$ cat src/hdl/obst_pkg.sv
package obst_pkg;

	// Tree geometry.
	localparam int MAX_LEVELS = 10;
	localparam int NBUCKETS = (1 << MAX_LEVELS) - 1;
	localparam int BKT_W = MAX_LEVELS;
	localparam int LEAF_W = 9;
	localparam int LEVEL_W = 4;

	// Bucket contents.
	localparam int SLOTS = 8;
	localparam int SLOT_W = $clog2(SLOTS);
	localparam int ID_W = 21;
	localparam int CNT_W = 8;
	localparam logic [ID_W-1:0] DUMMY_ID = {ID_W{1'b1}};
	localparam logic [CNT_W-1:0] CNT_MAX = {CNT_W{1'b1}};

	// Configuration port.
	localparam int CFG_IDX_W = 2;
	localparam int CFG_DATA_W = 8;
	localparam logic [CFG_IDX_W-1:0] REG_TREE_LEVELS = CFG_IDX_W'(0);
	localparam logic [CFG_IDX_W-1:0] REG_DUMMY_SLOTS = CFG_IDX_W'(1);
	localparam logic [LEVEL_W-1:0] TREE_LEVELS_RST = LEVEL_W'(10);
	localparam logic [CNT_W-1:0] DUMMY_SLOTS_RST = CNT_W'(4);

	// Queue between front and back (depth is a power of two).
	localparam int QDEPTH = 2;
	localparam int QPTR_W = $clog2(QDEPTH);

	typedef enum logic [2:0] {
		ACT_TOUCH = 3'd0,
		ACT_TAKE  = 3'd1,
		ACT_PEEK  = 3'd2,
		ACT_WRITE = 3'd3,
		ACT_RESET = 3'd4
	} action_t;

	typedef enum logic [1:0] {
		BK_CLEAR,
		BK_IDLE,
		BK_EXEC
	} back_state_t;

	// One classified request as it waits in the queue.
	typedef struct packed {
		logic [2:0]        action;
		logic [BKT_W-1:0]  bucket;
		logic              bad_level;
		logic [ID_W-1:0]   req_id;
		logic [SLOT_W-1:0] sel;
	} entry_t;

	// One row of the bucket memory.
	typedef struct packed {
		logic [SLOTS-1:0][ID_W-1:0] ids;
		logic [SLOTS-1:0]           valid;
		logic [CNT_W-1:0]           visits;
	} row_t;

	localparam row_t RESET_ROW = '{
		ids:    {SLOTS{DUMMY_ID}},
		valid:  {SLOTS{1'b1}},
		visits: '0
	};

	typedef struct packed {
		logic [BKT_W-1:0]  bucket_index;
		logic [SLOT_W-1:0] slot_offset;
		logic              real_hit;
		logic              no_slot;
		logic              reshuffle_needed;
		logic [CNT_W-1:0]  visit_count;
	} result_t;

	// Status the back part reports to the front part.
	typedef struct packed {
		logic clearing;
	} back_status_t;

endpackage

$ cat src/hdl/obst_if.sv
// Request channel.
interface obst_in_if import obst_pkg::*; ();
	logic                      valid;
	logic                      ready;
	logic [2:0]                action;
	logic [LEAF_W-1:0]         leaf_index;
	logic [LEVEL_W-1:0]        tree_level;
	logic signed [ID_W-1:0]    request_id;
	logic [SLOT_W-1:0]         slot_select;

	modport source (output valid, action, leaf_index, tree_level, request_id, slot_select,
		input ready);
	modport sink (input valid, action, leaf_index, tree_level, request_id, slot_select,
		output ready);
endinterface


$ cat src/hdl/obst_front.sv
module obst_front import obst_pkg::*; (
	obst_in_if.sink            item,
	input  logic [LEVEL_W-1:0] tree_levels,
	input  back_status_t       status,
	input  logic               q_full,
	output logic               q_push,
	output entry_t             q_entry
);

	logic [LEVEL_W-1:0] levels;
	logic [LEVEL_W-1:0] shift;
	logic [LEAF_W-1:0]  leaf_mask;
	logic [LEAF_W-1:0]  leaf_m;

	// Requests are held off while the bucket memory is being cleared.
	assign item.ready = !q_full && !status.clearing;
	assign q_push = item.valid && item.ready;

	// Locate the bucket on the leaf's path.
	always_comb begin
		levels = (tree_levels > LEVEL_W'(MAX_LEVELS)) ? LEVEL_W'(MAX_LEVELS) : tree_levels;
		shift = levels - item.tree_level - 1'b1;
		leaf_mask = ~({LEAF_W{1'b1}} << (levels - 1'b1));
		leaf_m = item.leaf_index & leaf_mask;

		q_entry.action = item.action;
		q_entry.bad_level = (item.tree_level >= levels);
		q_entry.bucket = ((BKT_W'(1) << item.tree_level) - 1'b1) + BKT_W'(leaf_m >> shift);
		q_entry.req_id = item.request_id;
		q_entry.sel = item.slot_select;
	end

endmodule

$ cat src/flat_wrapper.sv
// flat-port wrapper written by rule: the top's interface ports become plain ports
module obst_front_flat import obst_pkg::*;
  (tree_levels, status, q_full, q_push, q_entry, item_valid, item_action, item_leaf_index, item_tree_level, item_request_id, item_slot_select, item_ready);
  obst_in_if item_i ();
  input  logic [LEVEL_W-1:0] tree_levels;
  input  back_status_t status;
  input  logic q_full;
  output logic q_push;
  output entry_t q_entry;
  input wire logic [$bits(item_i.valid)-1:0] item_valid;
  input wire logic [$bits(item_i.action)-1:0] item_action;
  input wire logic [$bits(item_i.leaf_index)-1:0] item_leaf_index;
  input wire logic [$bits(item_i.tree_level)-1:0] item_tree_level;
  input wire logic [$bits(item_i.request_id)-1:0] item_request_id;
  input wire logic [$bits(item_i.slot_select)-1:0] item_slot_select;
  output wire logic [$bits(item_i.ready)-1:0] item_ready;
  assign item_i.valid = item_valid;
  assign item_i.action = item_action;
  assign item_i.leaf_index = item_leaf_index;
  assign item_i.tree_level = item_tree_level;
  assign item_i.request_id = item_request_id;
  assign item_i.slot_select = item_slot_select;
  assign item_ready = item_i.ready;
  obst_front u_core (.item(item_i), .tree_levels(tree_levels), .status(status), .q_full(q_full), .q_push(q_push), .q_entry(q_entry));
endmodule
$ cat config.mk
export PLATFORM = sky130hd
export DESIGN_NAME = obst_front_flat
export DESIGN_NICKNAME = d
export VERILOG_FILES = /design/src/hdl/obst_pkg.sv /design/src/hdl/obst_if.sv /design/src/hdl/obst_front.sv /design/src/flat_wrapper.sv
export SDC_FILE = /design/constraint.sdc
export NUM_CORES = 1
export LEC_CHECK = 0
export BUFFER_PORTS_ARGS = -buffer_cell sky130_fd_sc_hd__buf_2
export CORE_ASPECT_RATIO = 0.7
export CORE_MARGIN = 2
export CORE_UTILIZATION = 47
export DETAILED_ROUTE_END_ITERATION = 6
export GPL_TIMING_DRIVEN = 0
export PLACE_DENSITY = 0.85
export SLEW_MARGIN = 30
export SYNTH_ARGS = -nofsm -noshare
export SYNTH_HDL_FRONTEND = slang
export SYNTH_SLANG_ARGS = --single-unit
export TNS_END_PERCENT = 50
$ cat constraint.sdc
create_clock -name vclk -period 5.5
set_clock_uncertainty 0.15 [all_clocks]
set_input_delay 0.55 -clock vclk [all_inputs]
set_output_delay 0.55 -clock vclk [all_outputs]
set_load 0.01 [all_outputs]
# Word-level counts from Yosys, hierarchy flattened
# Index checks and enable logic that the tools add are counted.
# classes
n_reduce_logical	4
bitwise_logic	2
n_mux	1
magnitude_cmp	2
mul	0
div	0
eq_ne	0
addsub	5
shift	3
# ops
op	count
10-bit adder	1
1-bit by 4-bit left shift with 10-bit output, first input constant	1
9-bit by 4-bit >> shifter with 10-bit output	1
10-bit by 1-bit subtractor with 10-bit output, second input constant	1
9-bit AND	1
9-bit inverter	1
9-bit by 4-bit left shift with 9-bit output, first input constant	1
4-bit by 1-bit subtractor with 4-bit output, second input constant	2
4-bit greater-or-equal comparator	1
4-bit > comparator, second input constant	1
4-bit two-way mux	1
4-bit subtractor	1
1-bit logical AND	2
1-bit zero test	2
# totals
n_memories	0
romBits	0
in_bits	47
latch_bits	0
out_inout_bits	40
ram_bits	0
wordCells	17
regBits	0

# Longest topological paths before layout
# depth
ltp_word	8
depth_mapped	21
mapped_depth_nobuf	19

# Least setup slack after synthesis
# Ideal clock, no wire load.
# synth_timing
path_kind	in2out
startpoint	input tree_levels[3]
endpoint	output q_entry[33] (netlist bit)
cell_stages	18
path_slack_ps	656
required_time_ps	4800
arrival_ps	4144
n_path_buf	3
path_cell_list	buf_4 o21ai_1 and2_1 ha_1 clkbuf_1 buf_2 mux2i_1 a211oi_1 nand2_1 a311o_1 ha_1 inv_1 ha_1 a21o_1 a211oi_1 nor2_1 o41ai_1 xnor2_1
# synth_lines
element	line_no	text
start: declaration	flat_wrapper.sv:5	input logic [LEVEL_W-1:0] tree_levels;
end: declaration	flat_wrapper.sv:9	output entry_t q_entry;

==> Implementation_results.wiki <==
{| class="wikitable"
! Metric !! Value
|-
| Fraction of post-synthesis cell area in the top cell type by area || 0.188
|-
| Type of destination of the critical path || primary output
|-
| Data arrival time of the worst path || 4520 ps
|-
| Die outline height || ~52 um
|-
| Routed wire length || 3860 um
|-
| Least setup slack across all paths after layout || 285 ps
|-
| Layout cells sized above 1 || 0.372
|-
| Synth top cells by count || inv_1, buf_4, ha_1, nor2_1, nand2_1
|-
| IO Port Bufs || 60
|-
| Synthesized netlist net count || 297
|-
| Leakage power summed over all cells || slightly above 1 nW
|-
| Num sequential || 0
|-
| Internal portion of total power || around 0.00016 W
|-
| Worst slew margin relative to its limit || 0.631
|-
| Detail Route Antenna Nets || 0
|-
| Period utilization || 0.948
|-
| Tmin final || 5220 ps
|-
| Syn_area_per_cell || 6.82 um^2
|-
| Slowest CP cell || ha_1
|-
| Most instantiated library cell after synthesis || inv_1
|-
| Setup slack at placement || 27.7 ps
|-
| Number of unique standard cell types used by synthesis || 49
|-
| Total Power Consumption || 0.000351 W
|-
| Pins over their slew limit || 0
|-
| Switching power || ~0.00019 W
|-
| CP Data Required Time || 4800 ps
|-
| Proportion of power drawn by combinational gates || 1.000
|-
| Area Overhead vs Synth || 25.1%
|-
| Cell count along the critical path || 19
|-
| Final-report hold violation count || 0
|-
| Peak supply drop || 0.178 mV
|-
| Sequence of cells on the critical path || buf_2 -> buf_4 -> inv_1 -> nand2_1 -> inv_1 -> ha_1 -> nor3b_1 -> a311o_1 -> or3_1 -> a311o_1 -> ha_1 -> inv_1 -> ha_1 -> a21o_1 -> a211oi_1 -> nor2_1 -> o41ai_1 -> xnor2_1 -> buf_2
|-
| Ant diodes || 0
|-
| Worst-margin pin slew || 552 ps
|-
| Slowest cell delay on critical path || 420 ps
|-
| Final Wtd Congestion || 0.858
|-
| Cell count after synthesis || 225
|-
| Portion of the post-synthesis area used by sequential elements || 0
|-
| Number of primary I/O pins || 87
|-
| CP max FO || 10
|-
| Routed length per instance || 11.9 um
|-
| Pin count of the biggest net entering global routing || 11
|-
| Remaining global-route overflow || 0
|-
| Drt first pass iters || 6
|-
| Startpoint-to-endpoint class of the critical path || in -> out
|-
| Remaining routing DRC violations || 0
|-
| Cell taking the most area after synthesis || ha_1
|-
| Max-cap violations || 0
|-
| Starting density of the core || 0.491
|-
| Switching share of total power || 0.533
|-
| Final Net Count || between 300 and 400
|-
| Warnings, synthesis || 0
|-
| Layout filler cell count || roughly 300
|-
| Outcome || completed
|-
| Number of DRC markers in iteration 0 || 141
|-
| First-pass GRT wire length || 5880 um
|-
| Core region area || 0.00313 mm^2
|-
| Number of failing setup endpoints in the final timing report || 0
|-
| Die span in x || 72.3 um
|-
| Detail Placement HPWL || approximately 3300 um
|-
| Antenna violations before repair || 0
|-
| Maximum frequency from static timing analysis || 192 MHz
|-
| GRT Util Overall || 0.190
|-
| Startpoint kind of the worst setup timing path || input port
|-
| Total of clock buffers placed in the layout || 0
|-
| Cell area after synthesis || 0.00153 mm^2
|-
| Number of buffers and inverters on the critical path || 6
|-
| Clock power share || 0
|-
| Number of global-route vias before repair || approximately 1.3k
|-
| Hold Crit Class || in -> out
|-
| Hold Crit Depth || 2
|-
| Top Family by Delay on Critical Path || compound AO/OA/AOI/OAI gates
|-
| Hold-fix buffers, CTS || 0
|-
| Portion of total power attributed to sequential cells || 0
|-
| Vias per inst || 5.45
|-
| Total number of placement rows || 17
|-
| Final standard cell area without fillers || 0.00192 mm^2
|-
| Power density normalized to cell area || 183 mW/mm^2
|-
| Routed vias || between 1.5k and 2k
|-
| Cell Area, Placed || 0.00188 mm^2
|-
| Most area-consuming cells after synthesis || ha_1, buf_4, inv_1
|-
| Reg area || 0 um^2
|-
| Total Die Area || 0.00374 mm^2
|}
[final timing paths]
kind,startpoint,endpoint,slack (ps)
max,tree_levels[3],q_entry[33],280
min,item_request_id[5],q_entry[8],1130
[layer usage]
metal  GRT usage  share of wire  vias up
met2       0.294           0.45       92
li1            -              -      876
met5           0              0        -
met1       0.305           0.46      790
met4     0.00314         0.0010        0
met3     0.00388          0.093        2
[per-stage QoR]
step           TNS [ps]  utilization  instances  hold slack (ps)
3_5_place_dp          0        0.602        323             1130
6_report              0        0.614        323             1130
2_1_floorplan         0            -        225              997
5_1_grt           -34.7        0.614        323             1140
4_1_cts               0        0.602        323             1130
3_3_place_gp          0        0.602        323             1130
[layout make-up]
| class | instances | area [um^2] | share of cell area |
|---|---|---|---|
| Inverter | 31 | 116 | 0.0606 |
| Buffer | 33 | 235 | 0.123 |
| Multi-Input combinational cell | 160 | 1210 | 0.632 |
| Timing Repair Buffer | 61 | 308 | 0.160 |
| Tap cell | 38 | 47.5 | 0.0248 |
[layout by cell type (no fill, tap or decap), types with 2 or more instances in the layout]
cell type / Yosys / layout
nor2b_1: 6 / 6
nor2_1: 18 / 18
a31o_2: 2 / 2
a211oi_1: 5 / 5
nand2b_1: 3 / 3
o211ai_1: 3 / 3
nand3_1: 9 / 9
o21ai_0: 10 / 10
or3_1: 3 / 3
or4_4: 1 / 2
mux2i_1: 3 / 3
xnor2_1: 9 / 9
clkbuf_2: 0 / 2
a311o_1: 2 / 2
buf_2: 3 / 63
and2_1: 4 / 3
nor3_1: 5 / 3
nand2_1: 17 / 17
ha_1: 23 / 23
nor3_2: 0 / 2
inv_1: 31 / 31
a21o_1: 4 / 4
a21oi_1: 6 / 6
buf_4: 28 / 29
o41ai_1: 2 / 2
[logic make-up (layout without fill, tap and decap cells)]
logic type / Yosys count / count (layout) / share of synthesized area
xor gates and xnor gates: 10 / 10 / 0.0571
adders and majority gates: 25 / 25 / 0.214
buffers and inverters: 65 / 125 / 0.230
AOI/OAI and AO/OA: 47 / 47 / 0.231
muxes: 3 / 3 / 0.0196
and+or+nand+nor: 75 / 75 / 0.249
[what timing repair did]
item	CTS	global route
setup buffers	0	1
resized for setup	0	11
setup endpoints to repair	0	5
[power groups by stage]
stage | Clock (W) | Combinational [W] | Sequential (W)
2_1_floorplan | 0 | 0.000244 | 0
3_3_place_gp | 0 | 0.000337 | 0
3_5_place_dp | 0 | 0.000343 | 0
4_1_cts | 0 | 0.000345 | 0
5_1_grt | 0 | 0.000393 | 0
6_report | 0 | 0.000351 | 0
No activity file was read; power rests on OpenSTA's default activity.
