==> src/hdl/obst_pkg.sv <==
package obst_pkg;

	// Tree geometry.
	localparam int MAX_LEVELS = 10;
	localparam int NBUCKETS = (1 << MAX_LEVELS) - 1;
	localparam int BKT_W = MAX_LEVELS;
	localparam int LEAF_W = 9;
	localparam int LEVEL_W = 4;

	// Bucket contents.
	localparam int SLOTS = 8;
	localparam int SLOT_W = $clog2(SLOTS);
	localparam int ID_W = 21;
	localparam int CNT_W = 8;
	localparam logic [ID_W-1:0] DUMMY_ID = {ID_W{1'b1}};
	localparam logic [CNT_W-1:0] CNT_MAX = {CNT_W{1'b1}};

	// Configuration port.
	localparam int CFG_IDX_W = 2;
	localparam int CFG_DATA_W = 8;
	localparam logic [CFG_IDX_W-1:0] REG_TREE_LEVELS = CFG_IDX_W'(0);
	localparam logic [CFG_IDX_W-1:0] REG_DUMMY_SLOTS = CFG_IDX_W'(1);
	localparam logic [LEVEL_W-1:0] TREE_LEVELS_RST = LEVEL_W'(10);
	localparam logic [CNT_W-1:0] DUMMY_SLOTS_RST = CNT_W'(4);

	// Queue between front and back (depth is a power of two).
	localparam int QDEPTH = 2;
	localparam int QPTR_W = $clog2(QDEPTH);

	typedef enum logic [2:0] {
		ACT_TOUCH = 3'd0,
		ACT_TAKE  = 3'd1,
		ACT_PEEK  = 3'd2,
		ACT_WRITE = 3'd3,
		ACT_RESET = 3'd4
	} action_t;

	typedef enum logic [1:0] {
		BK_CLEAR,
		BK_IDLE,
		BK_EXEC
	} back_state_t;

	// One classified request as it waits in the queue.
	typedef struct packed {
		logic [2:0]        action;
		logic [BKT_W-1:0]  bucket;
		logic              bad_level;
		logic [ID_W-1:0]   req_id;
		logic [SLOT_W-1:0] sel;
	} entry_t;

	// One row of the bucket memory.
	typedef struct packed {
		logic [SLOTS-1:0][ID_W-1:0] ids;
		logic [SLOTS-1:0]           valid;
		logic [CNT_W-1:0]           visits;
	} row_t;

	localparam row_t RESET_ROW = '{
		ids:    {SLOTS{DUMMY_ID}},
		valid:  {SLOTS{1'b1}},
		visits: '0
	};

	typedef struct packed {
		logic [BKT_W-1:0]  bucket_index;
		logic [SLOT_W-1:0] slot_offset;
		logic              real_hit;
		logic              no_slot;
		logic              reshuffle_needed;
		logic [CNT_W-1:0]  visit_count;
	} result_t;

	// Status the back part reports to the front part.
	typedef struct packed {
		logic clearing;
	} back_status_t;

endpackage

==> src/hdl/obst_queue.sv <==
module obst_queue import obst_pkg::*; (
	input  logic   clk,
	input  logic   arst_n,
	input  logic   push,
	input  entry_t push_data,
	input  logic   pop,
	output entry_t pop_data,
	output logic   not_empty,
	output logic   full
);

	entry_t            mem_q [QDEPTH];
	logic [QPTR_W-1:0] wr_ptr_q;
	logic [QPTR_W-1:0] rd_ptr_q;
	logic [QPTR_W:0]   count_q;

	assign not_empty = (count_q != '0);
	assign full = (count_q == (QPTR_W+1)'(QDEPTH));
	assign pop_data = mem_q[rd_ptr_q];

	// Entry storage.
	always_ff @(posedge clk) begin
		if (push) begin
			mem_q[wr_ptr_q] <= push_data;
		end
	end

	// Pointers wrap naturally since the depth is a power of two.
	always_ff @(posedge clk or negedge arst_n) begin
		if (!arst_n) begin
			wr_ptr_q <= '0;
			rd_ptr_q <= '0;
			count_q <= '0;
		end else begin
			if (push) begin
				wr_ptr_q <= wr_ptr_q + 1'b1;
			end
			if (pop) begin
				rd_ptr_q <= rd_ptr_q + 1'b1;
			end
			if (push && !pop) begin
				count_q <= count_q + 1'b1;
			end else if (pop && !push) begin
				count_q <= count_q - 1'b1;
			end
		end
	end

endmodule

==> config.mk <==
export PLATFORM = sky130hd
export DESIGN_NAME = obst_queue
export DESIGN_NICKNAME = d
export VERILOG_FILES = /design/src/hdl/obst_pkg.sv /design/src/hdl/obst_queue.sv
export SDC_FILE = /design/constraint.sdc
export NUM_CORES = 1
export LEC_CHECK = 0
export BUFFER_PORTS_ARGS = -buffer_cell sky130_fd_sc_hd__buf_2
export CORE_UTILIZATION = 31
export CTS_CLUSTER_DIAMETER = 80
export DETAILED_ROUTE_END_ITERATION = 8
export GPL_ROUTABILITY_DRIVEN = 0
export HOLD_SLACK_MARGIN = 0.08
export PLACE_DENSITY = 0.64
export SETUP_SLACK_MARGIN = 0.1
export SLEW_MARGIN = 0
export SYNTH_ARGS = -nofsm -noshare
export SYNTH_HDL_FRONTEND = slang
export SYNTH_SLANG_ARGS = --single-unit
==> constraint.sdc <==
create_clock -name clk -period 4.1 [get_ports clk]
set_input_delay 0 -clock clk [delete_from_list [all_inputs] [get_ports clk]]
set_output_delay 0 -clock clk [all_outputs]
set_load 0.02 [all_outputs]
Word level (Yosys, flattened, before mapping)
Memories as Yosys holds them, arrays and structs flattened.
Index checks and enable logic that the tools add are counted.

cells by class
  add/sub/neg operators = 4
  multiply operators = 0
  div/mod/pow operators = 0
  order comparisons = 0
  equality and inequality tests = 1
  shift operators = 0
  multiplexer cells = 4
  bitwise operators = 0
  reductions and logical operators = 6

operators with widths
  cell                   number
  $mux W2                2
  $reduce_bool A2 Y1     2
  $add A1 B1 Y1 const B  2
  $add A2 B1 Y2 const B  1
  $eq A2 B2 Y1 const B   1
  $logic_and A1 B1 Y1    2
  $logic_not A1 Y1       2
  $mux W1                2
  $sub A2 B1 Y2 const B  1

storage, ports and cells
  register bits after elaboration = 4
  bits in latches = 0
  bits in writable memories = 76
  bits in read-only memories = 0
  bits of input ports = 42
  logic and storage cells = 19
  memories kept = 1

memories
  name   words  width  read ports  clocked after Yosys merged registers in  wr ports  RTL line          source
  mem_q  2      38     1           0                                        1         obst_queue.sv:12  entry_t mem_q [QDEPTH];

Logic depth before layout (Yosys ltp)
Gate-level depths: netlist (run 1).

  depth in word-level cells = 4
  mapped depth = 5
  gate-level depth less buffers = 5

Worst setup path after synthesis (run 1)
Ideal clock, no wire load.

  path kind = reg-to-reg
  start = register wr_ptr_q
  end = memory mem_q[0][0] in the netlist's numbering, enable pin
  data arrival time = 2.105 ns
  required time = 3.662 ns
  setup slack = 1.557 ns
  cell stages (with the launch flop) = 2
  clock period less this slack = 2.543 ns
  cells stage by stage = dfrtp_1 > nor2b_1

RTL lines
  element                 RTL line          source
  from (decl)             obst_queue.sv:13  logic [QPTR_W-1:0] wr_ptr_q;
  from (signal assigned)  obst_queue.sv:36  wr_ptr_q <= wr_ptr_q + 1'b1;
  to (decl)               obst_queue.sv:12

Straight into the memory's write port.

==> flow_summary.toml, run 1 <==
[clocking]
clk_pin_slew_ns = 0.08
cts_buffers = 9
cts.sinks = 80
clock_latency_ns = 0.34
clockRootBuffer = "clkbuf_8"
cts_tree = "built"
hold_buffers = 42
h-tree-depth = 3
cts_buffer_depth = 2
cts_setup_buffers = 0
cts_resized = 0

[detailed_routing]
route.met3.wl_um = 220
post_drt_wl_per_cell_um = 12.6
top_layer = "met4"
drt_iter0_markers = 47
ant_nets = 0
drt_wl_total_mm = 5.02
routed-wl-met2_mm = 2.64
drtPass1Iterations = 4
wl_met1_mm = 2.05
drc = 0
routed_via_density = 4.13
via_count = 1643

[min_path]
min_delay_worst_endpoint = "mem_q[1][15]"
worstHoldStart = "push_data[15]"
hold_depth = 2
hold_path.class = "input port to register"

[yosys]
synth_nets = 177
syn-cell-area_um2 = 2980
avgSynthCellArea_um2 = 22.2
synth-seq-cells = 80
synth.distinct_cells = 15
ys_warn_count = 0
seq_area_frac_synth_pct = 80.0
synth_cells = 134

[global_routing]
grt_pass1_vias = 1684
antenna_found_initial = 0
grt_max_degree = 40
grt_pass1_wl_mm = 8.00
overflow = 0
grt_use_total_pct = 10.8

[setup_path]
endpoint_kind = "output port"
r2r_cells = 1
cp_data_required_time_ns = 4.10
r2r_slack_ns = 2.39
arrival_ns = 1.95
cp-start-kind = "register"
crit_type = "register to output port"
crit_fanout = 39
timing.rr.end = "mem_q[0][4]"
r2r-start = "wr_ptr_q"

[sta]
fin_crit_sh_pct = 47.5
worst_hold_slack_ns = 0.374
period_needed_ns = 1.95
hold_violations = 0
max_freq_mhz = 514
slew_violations = 0
tightest_slew_ns = 1.12
slew_headroom_pct = 24.9
setup_tns_ns = 0
setup_viol = 0
finalClockSkew_ns = 0.00519
rsz0062_at_grt = "false"

[power]
seqPwrFrac_pct = 47.5
switching_power_uw = 817
swShare_pct = 31.9
ir_worst_vdd_mv = 0.420
internal_power_mw = 1.74
power_density_nw_per_um2 = 621
power_mw = 2.56
pwr-share-clk_pct = 21.5
p_leak_nw = 1.58
combinationalPowerShare_pct = 30.9

[cells_and_area]
layout_commonest_cell = "buf_2"
num_antenna_cells = 0
final_cell_mix = "81 x buf_2, 76 x edfxtp_1, 42 x dlygate4sd3_1, 28 x mux2_2, 10 x mux2_4"
final_core_util_pct = 44.4
drive_above_1_share_pct = 50.9
fin_cells = 398
syn2layout_area_growth_pct = 38.4
finalNetCount = 307

[placed_design]
io_buffers = 81
hpwl_mm = 2.84
place_inst = 340

[floorplan]
die_y_um = 100
die_area_um2 = 10000
die_w_um = 100
core_area_um2 = 9280
rows = 35
start_util_pct = 32.1
io_pins = 82

[outcome]
outcome = "completed"

[job]
drv_cap = 0
==> logic make-up (layout without fill, tap and decap cells) <==
logic type	count (synthesis)	after routing	share of synthesized area (%)
multiplexers	38	38	15.6
AND/OR/NAND/NOR	5	5	0.966
adder cells (fa/ha/maj)	1	1	0.420
buffers and inverters	5	140	1.51
XOR/XNOR	5	5	1.47
flip-flops	80	80	80.0
==> through the flow <==
stage	setup WS, ns	cell area, um2
2_1_floorplan	1.56	2980
3_3_place_gp	2.38	3510
5_1_grt	2.01	4120
3_5_place_dp	2.32	3510
4_1_cts	2.07	4120
6_report	2.15	4120
==> layout make-up <==
| cell class | count | area (um2) |
|---|---|---|
| inverters | 1 | 3.75 |
| flip-flops and latches | 80 | 2380 |
| fillers | 858 | 5160 |
| well taps | 129 | 161 |
| clock buffers | 11 | 131 |
| multi-input cells | 49 | 559 |
| clock inverters | 5 | 57.6 |
| repair buffers | 123 | 826 |
==> power groups by stage <==
| stage | Combinational [mW] | Clock [mW] | Sequential (mW) |
|---|---|---|---|
| 4_1_cts | 0.807 | 0.577 | 1.22 |
| 3_3_place_gp | 0.769 | 0 | 1.23 |
| 2_1_floorplan | 0.645 | 0 | 1.15 |
| 3_5_place_dp | 0.775 | 0 | 1.24 |
| 5_1_grt | 0.848 | 0.605 | 1.25 |
| 6_report | 0.792 | 0.552 | 1.22 |
==> sequential cells by signal, summed over array words and instances, names as in the netlist <==
signal    count
count_q       2
mem_q        76
wr_ptr_q      1
rd_ptr_q      1
==> worst max path at each step <==
| stage | start | endpoint | slack, ns | cells past startpoint |
|---|---|---|---|---|
| 4_1_cts | rd_ptr_q | pop_data[21] | 2.07 | 2 |
| 2_1_floorplan | wr_ptr_q | mem_q[0][0] | 1.56 | 1 |
| 5_1_grt | rd_ptr_q | pop_data[37] | 2.01 | 2 |
| 3_3_place_gp | wr_ptr_q | mem_q[0][35] | 2.38 | 1 |
| 3_5_place_dp | wr_ptr_q | mem_q[0][4] | 2.32 | 1 |
| 6_report | rd_ptr_q | pop_data[37] | 2.15 | 2 |
==> layer usage <==
| layer | track usage, % | up-vias |
|---|---|---|
| li1 | - | 778 |
| met1 | 11.6 | 805 |
| met2 | 19.2 | 49 |
| met3 | 3.13 | 11 |
| met4 | 6.02 | 0 |
| met5 | 0 | - |
==> cells in the mapped netlist <==
library cell / number / area (um2)
mux2_2: 28 / 315
buf_6: 1 / 11.3
inv_1: 1 / 3.75
mux2_4: 10 / 150
or2_2: 1 / 6.26
xor2_1: 4 / 35.0
edfxtp_1: 76 / 2280
buf_4: 2 / 15.0
nor2b_1: 2 / 12.5
dfrtp_1: 4 / 100
buf_8: 1 / 15.0
xnor2_1: 1 / 8.76
ha_1: 1 / 12.5
nor2_1: 1 / 3.75
and2_1: 1 / 6.26
==> critical path, stage by stage (launching register included) <==
cell,delay [ns]
dfrtp_2,1.00
mux2_2,0.42
buf_2,0.16
No activity file was read; power rests on OpenSTA's default activity.
==> inputs of run 2 (changes only) <==
PLACE_DENSITY = 0.66   (was 0.64)
clock period = 1.6 ns   (was 4.1 ns; I/O delays follow)
==> run 2 against run 1 <==
Register-to-register slack got worse by 2.0 ns. Sequential share of layout area decreased by 5.2 points. Via count increased by 3.8%. Largest cell class unchanged.
==> flow_summary.toml, run 2 (synthesized netlist as in run 1, its figures left out) <==
[sta]
finalClockSkew_ns = 0.00747
rsz0062_at_grt = "true"
period_needed_ns = 1.52
tightest_slew_ns = 0.300
fin_crit_sh_pct = 95.0
setup_viol = 0
slew_violations = 0
hold_violations = 0
setup_tns_ns = 0
max_freq_mhz = 658
slew_headroom_pct = 80.0

[clocking]
clock_latency_ns = 0.34
cts_buffer_depth = 2
cts_buffers = 9
cts.sinks = 80
clockRootBuffer = "clkbuf_8"
h-tree-depth = 3
cts_tree = "built"
clk_pin_slew_ns = 0.08

[global_routing]
antenna_found_initial = 0
grt_max_degree = 40
grt_pass1_vias = 1662
grt_use_total_pct = 11.1
overflow = 0
grt_pass1_wl_mm = 8.15

[detailed_routing]
via_count = 1705
ant_nets = 0
drt_wl_total_mm = 6.00
routed_via_density = 4.16
drc = 0
drtPass1Iterations = 3
post_drt_wl_per_cell_um = 14.6
drt_iter0_markers = 62

[placed_design]
io_buffers = 81
hpwl_mm = 3.14
placed_area_um2 = 3570

[cells_and_area]
stdcell_area_um2 = 4530
final_cell_mix = "76 x edfxtp_1, 51 x buf_2, 42 x dlygate4sd3_1, 29 x buf_6, 22 x mux2_2"
n_fill_cell = 796
drive_above_1_share_pct = 53.0
num_antenna_cells = 0
finalNetCount = 319
reg_top3 = "mem_q: 76 flops, count_q: 2 flops"
final_core_util_pct = 48.8
largest_reg_flops = 76
top_register = "mem_q"
layout_commonest_cell = "edfxtp_1"
syn2layout_area_growth_pct = 52.3

[floorplan]
start_util_pct = 32.1
die_area_um2 = 10000
rows = 35
die_y_um = 100
core_area_um2 = 9280
io_pins = 82
die_w_um = 100

[min_path]
hold_path.class = "input port to register"
worstHoldStart = "push_data[15]"
hold_depth = 2
min_delay_worst_endpoint = "mem_q[1][15]"

[outcome]
outcome = "completed"

[setup_path]
r2r_slack_ns = 0.41
path_cells = "buf_12 -> buf_8 -> mux2_4 -> buf_2"
cp_data_required_time_ns = 1.60
arrival_ns = 1.52
timing.rr.end = "mem_q[1][18]"
max_stage_delay_ns = 0.42
cp-start-kind = "register"
r2r_cells = 2
crit_type = "register to output port"
crit_slowest_cell = "dfrtp_2"
r2r-start = "wr_ptr_q"
crit_fanout = 7
endpoint_kind = "output port"

[power]
ir_worst_vdd_mv = 0.932
power_density_nw_per_um2 = 1690
p_leak_nw = 1.78

[job]
drv_cap = 0
==> run 2: cell count changes in the layout (fill, tap and decap cells not counted), sizes merged <==
cell	delta
clkinv	+3
buf	+9
clkinvlp	-1
clkbuf	+1
==> run 2: final cells by class <==
type                            count  area (um2)  share of cell area (%)
Clock inverter                      7        62.6                    1.38
Inverter                            1        3.75                  0.0828
Clock buffer                        9         124                    2.73
Tap cell                          129         161                    3.56
Timing Repair Buffer              135        1220                    26.8
Multi-Input combinational cell     49         582                    12.8
Sequential cell                    80        2380                    52.6
==> run 2: repair_timing <==
item                                    CTS  global route
gates resized for setup                   0            69
buffers inserted                          0             2
endpoints found under the setup margin   29            38
hold buffers                             42             0
gates cloned                              0             6
hold endpoints to repair                 83             0
==> run 2: worst max-delay path, delay by kind of cell (launching register included) <==
kind                   cells  cell delay, ns
flip-flops                 1            0.42
buffers and inverters      3            0.46
multiplexers               1            0.30
==> run 2: through the flow <==
stage / power, mW / std cells / worst slack [ns] / hold WS, ns
after floorplan: 4.59 / 134 / 0.189 / -0.296
after global placement: 5.24 / 344 / 0.415 / -0.188
after detailed placement: 5.27 / 344 / 0.416 / -0.184
after CTS: 6.77 / 402 / 0.0399 / 0.353
after global routing: 8.06 / 410 / 0.0287 / 0.345
final: 7.67 / 410 / 0.0800 / 0.375
==> run 2: per-layer routing <==
metal / part of all wire [%] / GRT usage (%)
met1: 44 / 12.8
met2: 50 / 18.6
met5: 0 / 0
met3: 4.9 / 4.11
met4: 1.4 / 5.02
==> run 2: where the power goes <==
| group | switching (mW) | total, mW | internal [mW] |
|---|---|---|---|
| Clock | 0.692 | 1.40 | 0.704 |
| Combinational | 1.57 | 3.36 | 1.79 |
| Sequential | 0.133 | 2.92 | 2.79 |
| Total | 2.39 | 7.67 | 5.28 |
==> run 2: worst max path at each step <==
stage,startpoint,to,slack (ns),cells past startpoint
after floorplan,wr_ptr_q,mem_q[0][0],0.19,1
after global routing,rd_ptr_q,pop_data[21],0.03,4
final,rd_ptr_q,pop_data[2],0.08,4
after global placement,wr_ptr_q,mem_q[0][6],0.42,2
after detailed placement,wr_ptr_q,mem_q[0][6],0.42,2
after CTS,rd_ptr_q,pop_data[18],0.04,3
==> inputs of run 3 (changes only) <==
BUFFER_PORTS_ARGS = -buffer_cell sky130_fd_sc_hd__buf_4   (was -buffer_cell sky130_fd_sc_hd__buf_2)
TNS_END_PERCENT = 20   (was default)
==> run 3 against run 2 <==
Count of clock-buffer cells in the layout rose by 2. Sequential power is essentially flat. Cell count shrank 2.0%.
==> flow_summary.toml, run 3 (synthesized netlist as in run 1, its figures left out) <==
[clocking]
clk_pin_slew_ns = 0.08
cts_tree = "built"
cts_buffers = 9
cts_setup_buffers = 0
h-tree-depth = 3
cts.sinks = 80
clockRootBuffer = "clkbuf_8"
cts_buffer_depth = 2
clock_latency_ns = 0.34

[global_routing]
overflow = 0
grt_pass1_wl_mm = 8.16
antenna_found_initial = 0
grt_use_total_pct = 10.9
grt_max_degree = 40
grt_pass1_vias = 1775

[sta]
tightest_slew_ns = 0.233
hold_violations = 0
worst_hold_slack_ns = 0.379
rsz0062_at_grt = "true"
setup_viol = 0
slew_headroom_pct = 84.5
period_needed_ns = 1.50
fin_crit_sh_pct = 94.0
max_freq_mhz = 665
slew_violations = 0
finalClockSkew_ns = 0.00516

[setup_path]
crit_type = "register to output port"
r2r_cells = 2
endpoint_kind = "output port"
crit_slowest_cell = "dfrtp_2"
cp-start-kind = "register"
crit_fanout = 19
path_cells = "clkbuf_16 -> mux2_2 -> buf_4"
arrival_ns = 1.50
max_stage_delay_ns = 0.42
cp_data_required_time_ns = 1.60

[cells_and_area]
multi_input_area_um2 = 559
final_core_util_pct = 47.8
final_cell_mix = "81 x buf_4, 76 x edfxtp_1, 42 x dlygate4sd3_1, 28 x mux2_2, 10 x mux2_4"
drive_above_1_share_pct = 51.6
n_fill_cell = 830
seqCellArea_um2 = 2380
finalNetCount = 311
num_antenna_cells = 0
layout_commonest_cell = "buf_4"
largest_reg_flops = 76
syn2layout_area_growth_pct = 48.9
reg_top3 = "mem_q: 76 flops, count_q: 2 flops"
top_register = "mem_q"

[detailed_routing]
ant_nets = 0
via_count = 1638
drt_wl_total_mm = 5.19
routed_via_density = 4.07
drt_iter0_markers = 59
post_drt_wl_per_cell_um = 12.9
drc = 0
drtPass1Iterations = 3

[power]
ir_worst_vdd_mv = 0.684
swShare_pct = 30.2
switching_power_mw = 2.18
p_leak_nw = 1.71
combinationalPowerShare_pct = 37.8
seqPwrFrac_pct = 40.5
pwr-share-clk_pct = 21.8
internal_power_mw = 5.03
power_density_nw_per_um2 = 1630

[floorplan]
die_w_um = 100
start_util_pct = 32.1
die_y_um = 100
rows = 35
io_pins = 82
die_area_um2 = 10000
core_area_um2 = 9280

[job]
drv_cap = 0

[min_path]
hold_path.class = "input port to register"
hold_depth = 2

[placed_design]
hpwl_mm = 2.82
io_buffers = 81

[outcome]
outcome = "completed"
==> run 3: cell types whose count changed in the layout (fill, tap and decap cells not counted), sizes merged <==
cell | previous run | this run
clkinv | 4 | 2
clkinvlp | 2 | 1
bufinv | 1 | 2
buf | 90 | 84
==> run 3: per-stage QoR <==
stage                     total power, mW  instances  TNS, ns  cell area [um2]  worst slack (ns)
after detailed placement             5.57        343        0             3780             0.422
after floorplan                      4.59        134    -5.82             2990            -0.153
final                                7.21        402        0             4430            0.0964
after global placement               5.55        343        0             3780             0.430
after global routing                 7.57        402        0             4430            0.0333
after CTS                            7.25        401        0             4410            0.0463
==> run 3: layer usage <==
metal | up-vias | GRT usage [%] | wire, um
met5 | - | 0 | 0
met1 | 793 | 12.2 | 2270
met2 | 52 | 18.9 | 2610
li1 | 785 | - | -
met3 | 8 | 3.06 | 216
met4 | 0 | 5.91 | 96
==> run 3: power groups by stage <==
stage / clock network [mW] / logic, mW / registers (mW)
after floorplan: 0 / 1.66 / 2.93
after global placement: 0 / 2.61 / 2.94
after detailed placement: 0 / 2.61 / 2.96
after CTS: 1.63 / 2.71 / 2.91
after global routing: 1.69 / 2.91 / 2.96
final: 1.57 / 2.72 / 2.92
==> run 3: worst paths after layout <==
path	start	end	slack (ns)
worst max-delay path	rd_ptr_q	pop_data[23]	0.1
worst min-delay path	push_data[12]	mem_q[0][12]	0.38
worst max register to register	wr_ptr_q	mem_q[1][0]	0.42
worst min register to register	count_q[1]	count_q[1]	0.50
max in group asynchronous	arst_n	rd_ptr_q	0.86
min in group asynchronous	arst_n	rd_ptr_q	0.56
==> run 3: final cells by class <==
class                      instances  area share [%]
clock inverter                     5            1.83
sequential                        80            53.8
tap                              129            3.64
timing repair buffer             127            25.1
multi-input combinational         49            12.6
clock buffer                      11            2.96
inverter                           1          0.0847
==> run 3: worst max-delay path, delay by kind of cell, from the launching register on <==
family / cells / cell delay, ns
flip-flops: 1 / 0.42
multiplexers: 1 / 0.35
buffers and inverters: 2 / 0.39
==> run 3: timing repair <==
| action | in CTS | in global routing |
|---|---|---|
| resized for setup | 0 | 0 |
| hold endpoints to repair | 83 | 0 |
| hold buffers | 42 | 0 |
| cloned | 0 | 1 |
| setup endpoints to repair | 29 | 38 |
